### src/rtl/vcs_pkg.sv
// shared types, command and register codes, and helpers for the verlet chain step unit
// no dependencies
package vcs_pkg;

  localparam int unsigned NumParticles = 32;
  localparam int unsigned IdxW = $clog2(NumParticles);

  localparam logic [2:0] CMD_INIT    = 3'd0;
  localparam logic [2:0] CMD_STEP    = 3'd1;
  localparam logic [2:0] CMD_SET_POS = 3'd2;
  localparam logic [2:0] CMD_SET_PIN = 3'd3;
  localparam logic [2:0] CMD_FIND    = 3'd4;

  localparam logic [2:0] CFG_GRAVITY_X    = 3'd0;
  localparam logic [2:0] CFG_GRAVITY_Y    = 3'd1;
  localparam logic [2:0] CFG_TIME_STEP    = 3'd2;
  localparam logic [2:0] CFG_RELAX_PASSES = 3'd3;
  localparam logic [2:0] CFG_REST_LENGTH  = 3'd4;
  localparam logic [2:0] CFG_ANCHOR_X     = 3'd5;
  localparam logic [2:0] CFG_ANCHOR_Y     = 3'd6;

  typedef struct packed {
    logic [2:0]         cmd;
    logic [5:0]         particle_index;
    logic signed [31:0] point_x;
    logic signed [31:0] point_y;
    logic               pin_value;
    logic [30:0]        search_radius;
  } vcs_in_t;

  typedef struct packed {
    logic [5:0]         result_index;
    logic signed [31:0] result_x;
    logic signed [31:0] result_y;
    logic               result_pinned;
    logic               found;
    logic               last;
  } vcs_out_t;

  typedef enum logic {IT_SQRT, IT_DIV} vcs_iter_op_e;

  typedef struct packed {
    logic         start;
    vcs_iter_op_e op;
  } vcs_iter_req_t;

  typedef struct packed {
    logic busy;
    logic done;
  } vcs_iter_sts_t;

  typedef enum logic [4:0] {
    S_IDLE, S_INIT, S_D2, S_GX, S_GY, S_GY2, S_INT,
    S_PAIR, S_SQX, S_SQY, S_SUM, S_ROOT, S_ROOT_W,
    S_DIVX, S_DIVX_W, S_MULX, S_CX, S_DIVY_W, S_MULY, S_CY, S_APPLY,
    S_OUT, S_FN_R, S_FN_B, S_FN_D, S_FN_SX, S_FN_SY, S_FN_CMP, S_FN_OUT
  } vcs_state_e;

  function automatic logic signed [31:0] sat32(input logic signed [39:0] v);
    logic signed [31:0] r;
    if (v > 40'sd2147483647) r = 32'sh7fffffff;
    else if (v < -40'sd2147483648) r = 32'sh80000000;
    else r = v[31:0];
    return r;
  endfunction

endpackage

### src/rtl/vcs_iter_unit.sv
// shared bit-serial unit: 64-bit integer square root or 62/33-bit restoring division
// one result bit per cycle, 32 result bits; depends on vcs_pkg
module vcs_iter_unit import vcs_pkg::*; (
  input  logic          clk_i,
  input  logic          rst_ni,
  input  vcs_iter_req_t req_i,
  input  logic [63:0]   opnd_i,
  input  logic [32:0]   divisor_i,
  output vcs_iter_sts_t sts_o,
  output logic [31:0]   result_o
);

  vcs_iter_op_e op_q;
  logic [35:0]  rem_q;
  logic [63:0]  src_q;
  logic [31:0]  res_q;
  logic [32:0]  div_q;
  logic [5:0]   cnt_q;
  logic         busy_q, done_q;

  logic [35:0] sh, trial, diff;
  logic        ge;

  always_comb begin
    if (op_q == IT_SQRT) begin
      sh    = {rem_q[33:0], src_q[63:62]};
      trial = {2'b00, res_q, 2'b01};
    end else begin
      sh    = {rem_q[34:0], src_q[63]};
      trial = {3'b000, div_q};
    end
    ge   = sh >= trial;
    diff = sh - trial;
  end

  always_ff @(posedge clk_i or negedge rst_ni) begin
    if (!rst_ni) begin
      busy_q <= 1'b0;
      done_q <= 1'b0;
      cnt_q  <= '0;
      op_q   <= IT_SQRT;
    end else begin
      done_q <= 1'b0;
      if (req_i.start) begin
        busy_q <= 1'b1;
        cnt_q  <= 6'd32;
        op_q   <= req_i.op;
      end else if (busy_q) begin
        cnt_q <= cnt_q - 6'd1;
        if (cnt_q == 6'd1) begin
          busy_q <= 1'b0;
          done_q <= 1'b1;
        end
      end
    end
  end

  always_ff @(posedge clk_i) begin
    if (req_i.start) begin
      res_q <= '0;
      div_q <= divisor_i;
      if (req_i.op == IT_SQRT) begin
        rem_q <= '0;
        src_q <= opnd_i;
      end else begin
        rem_q <= {6'b0, opnd_i[61:32]};
        src_q <= {opnd_i[31:0], 32'b0};
      end
    end else if (busy_q) begin
      rem_q <= ge ? diff : sh;
      res_q <= {res_q[30:0], ge};
      src_q <= (op_q == IT_SQRT) ? {src_q[61:0], 2'b00} : {src_q[62:0], 1'b0};
    end
  end

  assign sts_o    = '{busy: busy_q, done: done_q};
  assign result_o = res_q;

endmodule

### config.mk
export PLATFORM = sky130hd
export DESIGN_NAME = vcs_iter_unit
export DESIGN_NICKNAME = d
export VERILOG_FILES = /design/src/rtl/vcs_pkg.sv /design/src/rtl/vcs_iter_unit.sv
export SDC_FILE = /design/constraint.sdc
export NUM_CORES = 1
export LEC_CHECK = 0
export ABC_AREA = 1
export BUFFER_PORTS_ARGS = -buffer_cell sky130_fd_sc_hd__buf_4
export CORE_AREA = 2 2 193 138
export CTS_CLUSTER_DIAMETER = 100
export DETAILED_ROUTE_END_ITERATION = 10
export DIE_AREA = 0 0 195 140
export PLACE_DENSITY = 0.69
export SYNTH_ARGS = -nofsm -noshare
export SYNTH_HDL_FRONTEND = slang
export SYNTH_SLANG_ARGS = --single-unit
### constraint.sdc
create_clock -name clk_i -period 11.59 [get_ports clk_i]
set_input_delay 1.159 -clock clk_i [delete_from_list [all_inputs] [get_ports clk_i]]
set_output_delay 1.159 -clock clk_i [all_outputs]
set_load 0.005 [all_outputs]
After elaboration in Yosys (flattened, before gate mapping)
Index checks and enable logic that the tools add are counted.
- register bits: 173
- input port bits: 101
- output and inout port bits: 34
- logic and storage cells: 31
- add/sub/neg operators: 2
- magnitude comparators: 1
- eq/ne operators: 1
- mux-type cells: 18
- reduce and logical (&&, ||, !) cells: 1
- operator list (kind ; count):
    64-bit two-way mux ; 4
    35-bit two-way mux ; 3
    36-bit by 34-bit >= comparator with 1-bit output ; 1
    36-bit two-way mux ; 1
    35-bit by 34-bit subtractor with 35-bit output ; 1
    34-bit two-way mux ; 1
    30-bit two-way mux ; 1
    6-bit two-way mux ; 2
    6-bit by 1-bit equality test with 1-bit output (second input constant) ; 1
    1-bit two-way mux ; 6
    6-bit by 1-bit subtractor with 6-bit output (second input constant) ; 1
    2-bit nonzero test ; 1

Logic depth before layout (Yosys ltp)
Gate-level depths: netlist of the first run.
- depth in word-level cells: 5
- gate-level depth with buffers: 22
- depth with buffers taken out: 20

Worst setup path before layout of the first run
No wires, ideal clock.
- path type: input to register
- start point: input req_i[1] in the netlist's numbering
- end point: register rem_q[0], enable pin
- setup time: 502 ps
- arrival time: 4373 ps
- required time: 11088 ps
- slack: 6714 ps
- stages: 4
- buffers on the path: 2
- path through: buf_2 > nor2_1 > clkinv_1 > clkbuf_1
- cells in the longest elaborated chain, start to end: 1
- ends and longest elaborated chain (element ; RTL line ; source):
    start: declaration ; vcs_iter_unit.sv:6 ; input vcs_iter_req_t req_i,
    2-bit nonzero test (no source line) ; n/a ;
    end signal: assignment ; vcs_iter_unit.sv:66 ; rem_q <= {6'b0, opnd_i[61:32]};
    end signal: assignment ; vcs_iter_unit.sv:70 ; rem_q <= ge ? diff : sh;
    end: declaration ; vcs_iter_unit.sv:14 ; logic [35:0] rem_q;
No other way between the ends.
A chain may end at the register's enable or synchronous reset.

Worst setup path in the final report of the first run
- start point: register op_q
- end point: register rem_q[31] (data pin)
- cells in the longest elaborated chain, start to end: 5
- elaborated cells on any way between the ends: 7
- classes of those cells: add/sub (1); order compare (1); mux (5)
- ends and longest elaborated chain (element ; RTL line ; source):
    start: declaration ; vcs_iter_unit.sv:13 ; vcs_iter_op_e op_q;
    start signal: assignment ; vcs_iter_unit.sv:47 ; op_q <= req_i.op;
    36-bit two-way mux or 34-bit two-way mux (tied branches) ; vcs_iter_unit.sv:25 ; if (op_q == IT_SQRT) begin
    35-bit by 34-bit subtractor with 35-bit output or 36-bit by 34-bit >= comparator with 1-bit output (tied branches) ; vcs_iter_unit.sv:33, vcs_iter_unit.sv:32 ;
    35-bit two-way mux * ; vcs_iter_unit.sv:70 ;
    35-bit two-way mux * ; vcs_iter_unit.sv:69 ; end else if (busy_q) begin
    35-bit two-way mux * ; vcs_iter_unit.sv:59 ; if (req_i.start) begin
Every way passes the cells marked *; elsewhere a longest branch is shown, timed or not. The select of a mux whose other input is x is not followed.

==> metrics.md, run 1 <==
| Metric | Value |
|---|---|
| Post-route cell area | `0.0131 mm²` |
| Die Width | `195 µm` |
| Power Dens Cells | `207 mW/mm²` |
| Total power | `2.71 mW` |
| Worst VDD drop | `0.000106 V` |
| Global-route wire length before repair | `50.8 mm` |
| Detailed Place HPWL | `23.4 mm` |
| Setup TNS | `0 ns` |
| Max Root-Sink Buffers | `2` |
| Max-slew violations | `0` |
| Worst Path Arrival | `5.24 ns` |
| Relative slew slack | `0.224` |
| # hold bufs at CTS | `0` |
| Crit path time final | `5.05 ns` |
| Post-DR wirelength/cell | `16.3 µm` |
| Initial antenna violation count | `0` |
| Worst-Margin Slew | `1.16 ns` |
| Worst Slack Setup Final | `6.54 ns` |
| Data required, critical path | `11.78 ns` |
| 1st-iter DRT viols | `890` |
| Fraction of layout cells with a size suffix above 1 | `0.149` |
| Num CTS Buffers | `17` |
| ANT nets after route | `0` |
| RSZ-0062 raised after global routing | `no` |
| Starting Density | `0.448` |
| EDFF count, synth | `132` |
| Max-cap violations | `0` |
| Die Span Y | `140 µm` |
| Post-cts resize count | `0` |
| CTS root buffer | `clkbuf_16` |
| H-tree depth | `4` |
| Via count | `10400` |
| Max Fclk | `198 MHz` |
| Final net count | `1754` |
| Crit Path Max Fanout | `68` |
| Vias in the first global route | `9761` |
| Fill cells | `2512` |
| Finished Layout Cells | `1960` |
| Cell variety after synth | `37` |
| Tot GR Track Use | `0.236` |
| Post-layout util | `0.515` |
| FP Rows | `49` |
| Total congestion overflow | `0` |
| Sink Count | `173` |
| Critical path capture point type | `flip-flop` |
| Diodes inserted | `0` |
| Worst hold path class | `flip-flop to flip-flop` |
| Layout Skew | `0.0110 ns` |
| Syn nets | `1665` |
| Area added between synthesis and finish | `14.9%` |
| Seq cells post-synth | `173` |
| Vias/cell | `5.31` |
| Register area share after synthesis | `0.425` |
| Top FF cell, synth | `edfxtp_1` |
| Post-synthesis cell count | `1527` |
| Synthesis warning total | `0` |
| Hold Violations, Final | `0` |
| Global placer's final weighted congestion | `0.913` |
| Routed Wire Length | `32.0 mm` |
| Worst Setup Path Type | `flip-flop to flip-flop` |
| Die area | `0.0273 mm²` |
| Post CTS Setup Buffer Count | `0` |
| Avg Inst Size Synth | `7.45 µm²` |
| Number of I/O port buffers | `134` |
| Hold_ws | `0.515 ns` |
| Largest net degree at the start of global routing | `97` |
| Io pins | `135` |
| Outcome | `finished clean` |
| Mapped cell area | `0.0114 mm²` |
| Final cycle utilization of the critical path | `0.436` |
| Endpoints failing setup | `0` |
| Worst skew pair latency | `0.44 ns` |
| CTS tree | `built` |
| CP Launch Type | `flip-flop` |
| Pre-CTS setup slack | `6.71 ns` |
| Placed insts | `1928` |
| Core Box Area | `0.0254 mm²` |
| Leakage | `6.38 nW` |
| CTS clk-pin slew, worst paths | `0.06 ns` |
| DRC errors left | `0` |
| Detailed Routing Iterations Pass 1 | `5` |
| Ys async rst share | `0.0520` |
| Placed Area | `0.0125 mm²` |
[worst paths after layout]
path / cells past startpoint / startpoint / endpoint / slack, ns
setup / recovery: 13 / op_q / rem_q[31] / 6.54
hold / removal: 1 / cnt_q[4] / cnt_q[4] / 0.52
setup reg to reg: 13 / op_q / rem_q[31] / 6.54
hold reg to reg: 1 / cnt_q[4] / cnt_q[4] / 0.52
max in group asynchronous: 1 / rst_ni / op_q / 10.91
min in group asynchronous: 1 / rst_ni / cnt_q[1] / 0.53
[kinds of logic after synthesis]
| group | count (synthesis) | share of synthesized area |
|---|---|---|
| compound gates | 268 | 0.143 |
| xor+xnor | 15 | 0.0116 |
| fa+ha+maj | 37 | 0.0414 |
| buf+inv | 355 | 0.121 |
| flops | 173 | 0.425 |
| mux | 1 | 0.000880 |
| simple gates | 678 | 0.258 |
[placed cells by master (no fill, tap or decap), drive strengths merged, types with 15 or more instances in the layout]
cell,synthesis,routed
xnor2,15,15
buf,18,141
nand2,458,458
inv,282,286
a21oi,27,27
ha,36,36
edfxtp,132,132
o21ai,113,113
nor2,75,75
or2,30,30
nand3,90,90
o221ai,32,32
dfxtp,32,32
o22ai,61,61
clkbuf,53,19
o211ai,32,32
[synthesized netlist by cell type, types with 2 or more instances]
master    number  share of area
clkinv_1       2        0.00066
nand3_2       12          0.011
inv_2          3        0.00099
buf_4          2         0.0013
nor2_2         5         0.0028
nor2_1        68          0.022
nand2_2       16         0.0088
nor2_4         2         0.0020
nand2_1      442           0.15
inv_1        279          0.092
o211ai_1      32          0.021
o21ai_0      113          0.050
nand3_1       78          0.034
xnor2_1       15          0.012
dfxtp_1       32          0.056
o22ai_1       61          0.034
clkbuf_1      53          0.017
o21bai_1       2         0.0013
nor4_1         2         0.0011
nor3_1         7         0.0031
a21oi_1       27          0.012
edfxtp_1     132           0.35
or2_2         30          0.017
o221ai_1      32          0.025
dfrtp_1        9          0.020
nand3b_1       9         0.0059
nand4_1        5         0.0028
ha_1          36          0.040
buf_2         11         0.0048
buf_1          3        0.00099
[sequential cells by signal (all words and copies together), names as in the netlist]
name      cells
result_o     32
src_q        64
op_q          1
cnt_q         6
rem_q        35
done_q        1
busy_q        1
div_q        33
[power breakdown]
group / switching [mW] / internal, mW
clock: 0.265 / 0.275
combinational: 0.861 / 0.451
sequential: 0.0515 / 0.807
total: 1.18 / 1.53
[critical path, stage by stage (launching register included)]
cell,delay [ns]
dfrtp_2,0.72
buf_4,0.65
mux2i_1,0.34
ha_1,0.18
inv_1,0.08
fa_1,0.45
nand3_1,0.13
nand3_1,0.21
nand3_2,0.19
nand3_2,0.11
nand2_2,0.50
nand2_2,0.68
o21ai_0,0.42
nor2_1,0.08
[layer usage]
metal  GRT usage  part of all wire  up-vias
met4      0.0566             0.012        0
met3      0.0388             0.065       27
met5           0                 0        -
met2       0.373              0.44      343
met1       0.337              0.48     4841
li1            -                 -     5187
[layout make-up]
class	instances	area, µm²	share of cell area
clock buffers	19	433	0.0331
well taps	331	414	0.0317
multi-input cells	999	5170	0.395
clock inverters	13	92.6	0.00709
flip-flops and latches	173	4830	0.370
inverters	284	1070	0.0820
repair buffers	141	1060	0.0810
Note: power is estimated with default switching activity, not from simulation.
==> run 2: changes to the inputs <==
==> config.mk (replaced) <==
export PLATFORM = sky130hd
export DESIGN_NAME = vcs_iter_unit
export DESIGN_NICKNAME = d
export VERILOG_FILES = /design/src/rtl/vcs_pkg.sv /design/src/rtl/vcs_iter_unit.sv
export SDC_FILE = /design/constraint.sdc
export NUM_CORES = 1
export LEC_CHECK = 0
export ABC_AREA = 0
export BUFFER_PORTS_ARGS = -buffer_cell sky130_fd_sc_hd__buf_4
export CORE_AREA = 2 2 187 134
export CTS_CLUSTER_DIAMETER = 100
export DETAILED_ROUTE_END_ITERATION = 10
export DIE_AREA = 0 0 189 136
export PLACE_DENSITY = 0.71
export SYNTH_ARGS = -nofsm -noshare
export SYNTH_HDL_FRONTEND = slang
export SYNTH_SLANG_ARGS = --single-unit
==> constraint.sdc (replaced) <==
create_clock -name clk_i -period 4.1 [get_ports clk_i]
set_input_delay 0.41 -clock clk_i [delete_from_list [all_inputs] [get_ports clk_i]]
set_output_delay 0.41 -clock clk_i [all_outputs]
set_load 0.005 [all_outputs]
==> run 2 against run 1 <==
Via count fell by 20%. Hold slack lost 0.37 ns. Total power rose to 3.1 times the previous value. Register-to-register slack lost 6.4 ns. Non-clock buffer count up 37. Cell area decreased by 2.9%. Critical path depth unchanged. Wire length shrank 15%. Synthesized cell count down 34%. Largest power group unchanged.
==> metrics.md, run 2 <==
| Metric | Value |
|---|---|
| Outcome | `finished clean` |
| EDFF count, synth | `132 (unchanged)` |
| Vias/cell | `5.66 (+6.7%)` |
| Die area | `0.0257 mm² (-5.8%)` |
| Initial antenna violation count | `0 (unchanged)` |
| Seq cells post-synth | `173 (unchanged)` |
| Crit Path Max Fanout | `14 (-79%)` |
| Post-synthesis cell count | `1013 (-34%)` |
| Layout Skew | `0.00823 ns (-0.00276 ns)` |
| Worst path top cell family by delay | `simple AND/OR/NAND/NOR gates` |
| Placed Area | `0.0121 mm² (-3.9%)` |
| Endpoints failing setup | `0 (unchanged)` |
| Via count | `8353 (-20%)` |
| Area added between synthesis and finish | `19.4%` |
| Most area-consuming cells after synthesis | `edfxtp_1 37%, mux2i_1 14%, dfxtp_1 6.0%` |
| Worst path cell trace | `buf_12, buf_4, mux2i_1, ha_1, nand4_1, nor2b_1, nand2_1, or4_1, a21oi_2, a31oi_2, buf_4, a32o_1, or2_2` |
| Starting Density | `0.441 (-0.00686)` |
| Worst Slack Setup Final | `0.135 ns (-6.40 ns)` |
| Pre-CTS setup slack | `0.0479 ns (-6.66 ns)` |
| Cell variety after synth | `62 (+68%)` |
| Vias in the first global route | `8146 (-17%)` |
| H-tree depth | `4 (unchanged)` |
| Max Fclk | `252 MHz (+27%)` |
| Share of the synthesized area in the top cell type | `0.373 (+0.0245)` |
| Fraction of layout cells with a size suffix above 1 | `0.222 (+0.0739)` |
| DRC errors left | `0 (unchanged)` |
| Worst skew pair latency | `0.45 ns (about the same)` |
| Power Dens Cells | `665 mW/mm² (+220%)` |
| Global-route wire length before repair | `43.1 mm (-15%)` |
| Core Box Area | `0.0241 mm² (-5.1%)` |
| Post-DR wirelength/cell | `18.5 µm (+13%)` |
| Final net count | `1276 (-27%)` |
| Global placer's final weighted congestion | `0.990 (+8.5%)` |
| Top FF cell, synth | `edfxtp_1` |
| Detailed Routing Iterations Pass 1 | `5 (unchanged)` |
| Die Span Y | `136 µm (-2.9%)` |
| Routed Wire Length | `27.3 mm (-15%)` |
| Synth Area in Compound Gates | `0.152 (+0.00888)` |
| CP Buf/Inv Count | `3 (+1)` |
| Leakage | `5.45 nW (-15%)` |
| Number of I/O port buffers | `134 (unchanged)` |
| Largest area contributor in the netlist | `edfxtp_1` |
| Most frequent cells in the layout | `172 x buf_4, 146 x mux2i_1, 132 x edfxtp_1` |
| Fill cells | `2156 (-14%)` |
| Worst VDD drop | `0.000402 V (+280%)` |
| Most common cell after layout, fill and taps aside | `buf_4` |
| Num CTS Buffers | `17 (unchanged)` |
| Hold Violations, Final | `0 (unchanged)` |
| Io pins | `135 (unchanged)` |
| Post-route cell area | `0.0127 mm² (-2.9%)` |
| Setup TNS | `0 ns (unchanged)` |
| Tot GR Track Use | `0.214 (-0.0218)` |
| Die Width | `189 µm (-3.1%)` |
| Worst Setup Path Type | `flip-flop to flip-flop` |
| Register area share after synthesis | `0.455 (+0.0299)` |
| Post-synthesis xor/xnor area fraction | `0.0280 (+0.0165)` |
| Max-slew violations | `0 (unchanged)` |
| Syn nets | `1151 (-31%)` |
| CTS clk-pin slew, worst paths | `0.07 ns (about the same)` |
| Critical path capture point type | `flip-flop` |
| Max Root-Sink Buffers | `2 (unchanged)` |
| Crit path time final | `3.97 ns (-1.09 ns)` |
| Most Frequent Cell on Critical Path | `buf_4` |
| Worst-Margin Slew | `1.13 ns (-0.0315 ns)` |
| Diodes inserted | `0 (unchanged)` |
| ANT nets after route | `0 (unchanged)` |
| Largest registers | `src_q (64), rem_q (35), div_q (33)` |
| Final cycle utilization of the critical path | `0.967 (+0.531)` |
| Synthesis warning total | `0 (unchanged)` |
| Ys async rst share | `0.0520 (unchanged)` |
| Biggest register | `src_q` |
| Data required, critical path | `4.30 ns (-7.48 ns)` |
| Detailed Place HPWL | `19.7 mm (-16%)` |
| CTS root buffer | `clkbuf_16` |
| 1st-iter DRT viols | `652 (-27%)` |
| FP Rows | `48 (-2.0%)` |
| Avg Inst Size Synth | `10.5 µm² (+41%)` |
| CP max stage delay | `0.55 ns (-0.17 ns)` |
| Sink Count | `173 (unchanged)` |
| Largest family of logic cells by synthesized area | `multiplexers` |
| CP Launch Type | `flip-flop` |
| CTS tree | `built` |
| Total congestion overflow | `0 (unchanged)` |
| Post-synthesis adder-cell area fraction | `0.0443 (+0.00291)` |
| Multiplexer share of the synthesized area | `0.173 (+0.172)` |
| Max reg flops | `64 (unchanged)` |
| Worst hold path class | `input pin to flip-flop` |
| RSZ-0062 raised after global routing | `no` |
| Mapped cell area | `0.0106 mm² (-6.6%)` |
| Largest net degree at the start of global routing | `97 (unchanged)` |
| Max-cap violations | `0 (unchanged)` |
| Worst Path Arrival | `4.16 ns (-1.08 ns)` |
| Synth cell count leaders | `146 x mux2i_1, 132 x edfxtp_1, 83 x nand2_1` |
| Relative slew slack | `0.247 (+0.0228)` |
| Simple-Gate Fraction of Synth Area | `0.115 (-0.143)` |
| Top-count cell post-synth | `mux2i_1` |
| Worst path slowest cell | `dfrtp_4` |
## run 2: cell types whose count changed after synthesis, moves of 25 or more
cell | before | now
nor2b_1 | 0 | 37
or2_2 | 30 | 1
nand3_1 | 78 | 19
inv_1 | 279 | 12
o22ai_1 | 61 | 1
a21oi_1 | 27 | 71
o21ai_0 | 113 | 66
a211oi_1 | 0 | 40
mux2i_1 | 1 | 146
mux2_2 | 0 | 33
o221ai_1 | 32 | 1
nand2_1 | 442 | 83
o211ai_1 | 32 | 7
## run 2: power breakdown
part | internal [mW] | switching (mW) | leakage, nW
registers | 2.33 | 0.178 | 1.79
logic | 1.92 | 2.37 | 3.37
clock network | 0.865 | 0.776 | 0.289
total | 5.11 | 3.33 | 5.45
## run 2: path summary, 6_finish.rpt
path | startpoint | to | slack (ns) | depth (start not counted)
worst min-delay path | divisor_i[12] | div_q[12] | 0.14 | 1
min in group asynchronous | rst_ni | op_q | 0.33 | 2
worst min register to register | result_o[0] | result_o[0] | 0.53 | 2
worst max-delay path | op_q | rem_q[17] | 0.13 | 13
worst max register to register | op_q | rem_q[17] | 0.13 | 13
max in group asynchronous | rst_ni | op_q | 3.61 | 2
## run 2: kinds of logic (layout without fill, tap and decap cells)
| family | Yosys count | in the layout |
|---|---|---|
| buffers and inverters | 84 | 222 |
| multiplexers | 179 | 179 |
| flip-flops | 173 | 173 |
| AO/OA/AOI/OAI | 252 | 252 |
| adder cells (fa/ha/maj) | 37 | 37 |
| AND/OR/NAND/NOR | 254 | 254 |
| XOR/XNOR | 34 | 34 |
## run 2: final cells by class
cell class	instances	area, µm²	share of cell area
Clock buffer	18	429	0.0338
Clock inverter	14	149	0.0117
Inverter	12	46.3	0.00365
Multi-Input combinational cell	756	5440	0.429
Sequential cell	173	4830	0.381
Tap cell	325	407	0.0321
Timing Repair Buffer	178	1380	0.109
## run 2: layer usage
metal	track usage	part of all wire	vias to the layer above
met5	0	0	-
met4	0.0525	0.014	0
met3	0.0498	0.071	31
met2	0.336	0.45	282
met1	0.299	0.46	3995
li1	-	-	4045
## run 2: stage by stage
step | hold WS (ns) | cells | util | power, mW
after floorplan | 0.114 | 1013 | - | 5.53
after global placement | 0.250 | 1440 | 0.500 | 6.64
after detailed placement | 0.251 | 1440 | 0.500 | 6.72
after CTS | 0.125 | 1474 | 0.526 | 8.38
after global routing | 0.128 | 1476 | 0.527 | 8.96
final | 0.143 | 1476 | 0.527 | 8.43
## run 2: what timing repair did
item                       4_1_cts  5_1_grt
hold endpoints to repair         9        0
pin swaps                        0        0
resized for setup                0        1
setup endpoints to repair        1        7
setup buffers                    1        2
hold buffers                     1        0
==> run 3: changes to the inputs <==
--- a/config.mk
+++ b/config.mk
@@ -7,11 +7,14 @@
 export LEC_CHECK = 0
 export ABC_AREA = 0
 export BUFFER_PORTS_ARGS = -buffer_cell sky130_fd_sc_hd__buf_4
-export CORE_AREA = 2 2 187 134
+export CELL_PAD_IN_SITES_DETAIL_PLACEMENT = 0
+export CELL_PAD_IN_SITES_GLOBAL_PLACEMENT = 1
+export CORE_AREA = 2 2 194 139
 export CTS_CLUSTER_DIAMETER = 100
 export DETAILED_ROUTE_END_ITERATION = 10
-export DIE_AREA = 0 0 189 136
-export PLACE_DENSITY = 0.71
+export DIE_AREA = 0 0 196 141
+export PLACE_DENSITY = 0.81
+export SETUP_SLACK_MARGIN = 0.5
 export SYNTH_ARGS = -nofsm -noshare
 export SYNTH_HDL_FRONTEND = slang
 export SYNTH_SLANG_ARGS = --single-unit
==> constraint.sdc (replaced) <==
create_clock -name clk_i -period 3.6 [get_ports clk_i]
set_input_delay 0.36 -clock clk_i [delete_from_list [all_inputs] [get_ports clk_i]]
set_output_delay 0.36 -clock clk_i [all_outputs]
set_load 0.005 [all_outputs]
==> run 3 against run 2 <==
The flow now finishes with violations (setup timing). Core utilization grew 0.49 points. Die area grew 7.5%. Hold slack got worse by 0.061 ns. First-iteration DRC count up 2.0%. Sequential cell count is the same. Critical endpoint unchanged. Largest power group unchanged.
==> metrics.md, run 3 (synthesis gave the netlist of run 2 again) <==
| Metric | Value |
|---|---|
| Outcome | `finished, violations left` |
| Violations in the final reports | `setup timing` |
| Initial antenna violation count | `0 (unchanged)` |
| Most common cell after layout, fill and taps aside | `buf_4` |
| Power Dens Cells | `810 mW/mm² (+22%)` |
| Worst-Margin Slew | `1.11 ns (-0.0207 ns)` |
| Worst Slack Setup Final | `-0.0617 ns (-0.196 ns)` |
| RR Startpoint | `op_q` |
| Pre-CTS setup slack | `-0.113 ns (-0.160 ns)` |
| Core Box Area | `0.0260 mm² (+8.1%)` |
| Num CTS Buffers | `17 (unchanged)` |
| RSZ-0062 raised after global routing | `yes` |
| Endpoints failing setup | `11 (+11)` |
| Max Root-Sink Buffers | `2 (unchanged)` |
| Post-DR wirelength/cell | `19.0 µm (+2.8%)` |
| Worst path cell trace | `buf_12, mux2_4, ha_4, buf_6, nand4_1, nor2b_2, nand2_2, or4_4, a21oi_4, a31oi_4, clkbuf_16, a32o_1, or2_4` |
| Hold_ws | `0.0820 ns (-0.0610 ns)` |
| Detailed Routing Iterations Pass 1 | `6 (+1)` |
| Hold Crit Depth | `1 (unchanged)` |
| Die area | `0.0276 mm² (+7.5%)` |
| Max Fclk | `273 MHz (+8.3%)` |
| CTS tree | `built` |
| FP Rows | `50 (+4.2%)` |
| CTS clk-pin slew, worst paths | `0.08 ns (about the same)` |
| Number of I/O port buffers | `134 (unchanged)` |
| Vias in the first global route | `8321 (+2.1%)` |
| Max-cap violations | `0 (unchanged)` |
| Relative slew slack | `0.261 (+0.0138)` |
| Leakage | `5.84 nW (+7.3%)` |
| CP max stage delay | `0.56 ns (about the same)` |
| Max reg flops | `64 (unchanged)` |
| H-tree depth | `4 (unchanged)` |
| Worst hold path endpoint | `div_q[11]` |
| 1st-iter DRT viols | `665 (+2.0%)` |
| Io pins | `135 (unchanged)` |
| Area added between synthesis and finish | `30.3%` |
| Total power | `11.2 mW (+33%)` |
| Total congestion overflow | `0 (unchanged)` |
| Post-layout util | `0.532 (+0.00487)` |
| Worst path top cell family by delay | `simple AND/OR/NAND/NOR gates` |
| Final cycle utilization of the critical path | `1.02 (+0.0500)` |
| Final net count | `1334 (+4.5%)` |
| Largest registers | `src_q (64), rem_q (35), div_q (33)` |
| Crit Path Max Fanout | `15 (+1)` |
| Die Width | `196 µm (+3.7%)` |
| Routed Wire Length | `29.3 mm (+7.6%)` |
| Worst skew pair latency | `0.45 ns (about the same)` |
| CP Launch Type | `flip-flop` |
| Sink Count | `173 (unchanged)` |
| Global placer's final weighted congestion | `0.948 (-4.3%)` |
| Diodes inserted | `0 (unchanged)` |
| Largest net degree at the start of global routing | `173 (+78%)` |
| Crit path time final | `3.66 ns (-0.304 ns)` |
| Fraction of layout cells with a size suffix above 1 | `0.311 (+0.0888)` |
| Biggest register | `src_q` |
| Worst Path Arrival | `3.86 ns (-0.30 ns)` |
| Setup TNS | `-0.320 ns (-0.320 ns)` |
| Worst Setup Path Type | `flip-flop to flip-flop` |
| Worst VDD drop | `0.000544 V (+35%)` |
| Worst path slowest cell | `dfrtp_4` |
| Placed Area | `0.0125 mm² (+3.7%)` |
| Max-slew violations | `0 (unchanged)` |
| Worst r2r path cells | `13 (unchanged)` |
| CP Buf/Inv Count | `3 (unchanged)` |
| Post-route cell area | `0.0138 mm² (+9.1%)` |
| Placed insts | `1492 (+3.6%)` |
| Detailed Place HPWL | `20.5 mm (+4.0%)` |
| Reg2reg setup slack | `-0.06 ns (-0.20 ns)` |
| Die Span Y | `141 µm (+3.7%)` |
| Vias/cell | `5.58 (-1.5%)` |
| Hold path startpoint | `divisor_i[11]` |
| Critical path capture point type | `flip-flop` |
| ANT nets after route | `0 (unchanged)` |
| DRC errors left | `0 (unchanged)` |
| Global-route wire length before repair | `45.1 mm (+4.8%)` |
| Tot GR Track Use | `0.209 (-0.00535)` |
| Worst hold path class | `input pin to flip-flop` |
| Most frequent cells in the layout | `213 x buf_4, 136 x mux2i_1, 132 x edfxtp_1` |
| Reg-to-reg endpoint | `rem_q[17]` |
| Data required, critical path | `3.80 ns (-0.50 ns)` |
| Finished Layout Cells | `1546 (+4.7%)` |
| Via count | `8619 (+3.2%)` |
| Layout Skew | `0.0116 ns (+0.00336 ns)` |
| CTS root buffer | `clkbuf_16` |
| Starting Density | `0.408 (-0.0329)` |
| Hold Violations, Final | `0 (unchanged)` |
-- run 3: changes by cell type in the layout (fill, tap and decap cells not counted), moves of 8 or more --
cell     change
mux2i_2      +9
buf_6        +8
mux2i_1     -10
o21ai_1     +22
ha_4        +17
buf_4       +41
o21ai_0     -22
ha_1        -17
-- run 3: where the power goes --
part           switching (mW)  internal, mW
Clock                   0.868          1.10
Combinational            3.19          3.18
Sequential              0.209          2.65
Total                    4.27          6.93
-- run 3: how the worst max path moves through the flow --
stage / slack, ns / startpoint / end / cells past startpoint
2_1_floorplan: 0.06 / op_q / rem_q[12] / 16
3_3_place_gp: -0.01 / op_q / rem_q[13] / 13
3_5_place_dp: -0.11 / op_q / rem_q[27] / 13
4_1_cts: 0.03 / op_q / rem_q[20] / 13
5_1_grt: -0.14 / op_q / rem_q[20] / 16
6_report: -0.06 / op_q / rem_q[17] / 13
-- run 3: worst register-to-register path, stage by stage (launching register included) --
cell and delay (ns):
dfrtp_4 0.56, buf_12 0.19, mux2_4 0.34, ha_4 0.29, buf_6 0.10, nand4_1 0.18
nor2b_2 0.21, nand2_2 0.08, or4_4 0.44, a21oi_4 0.21, a31oi_4 0.16, clkbuf_16 0.19
a32o_1 0.25, or2_4 0.22
-- run 3: final cells by class --
| class | instances | area, µm² |
|---|---|---|
| fill | 2305 | 12200 |
| multi-input combinational | 756 | 5950 |
| sequential | 173 | 4830 |
| timing repair buffer | 236 | 1970 |
| clock buffer | 17 | 425 |
| tap | 338 | 423 |
| clock inverter | 14 | 179 |
| inverter | 12 | 48.8 |
-- run 3: repair_timing --
| action | in CTS | in global routing |
|---|---|---|
| hold buffers | 1 | 0 |
| setup endpoints to repair | 36 | 36 |
| resized for setup | 62 | 32 |
| pin swaps | 15 | 11 |
| gates cloned | 1 | 3 |
| hold endpoints to repair | 9 | 0 |
| buffers inserted | 10 | 8 |
-- run 3: layer usage --
layer / vias to the layer above / routed length [µm] / track usage
li1: 4164 / - / -
met1: 4196 / 14000 / 0.297
met2: 226 / 13300 / 0.324
met3: 33 / 1560 / 0.0409
met4: 0 / 480 / 0.0590
met5: - / 0 / 0
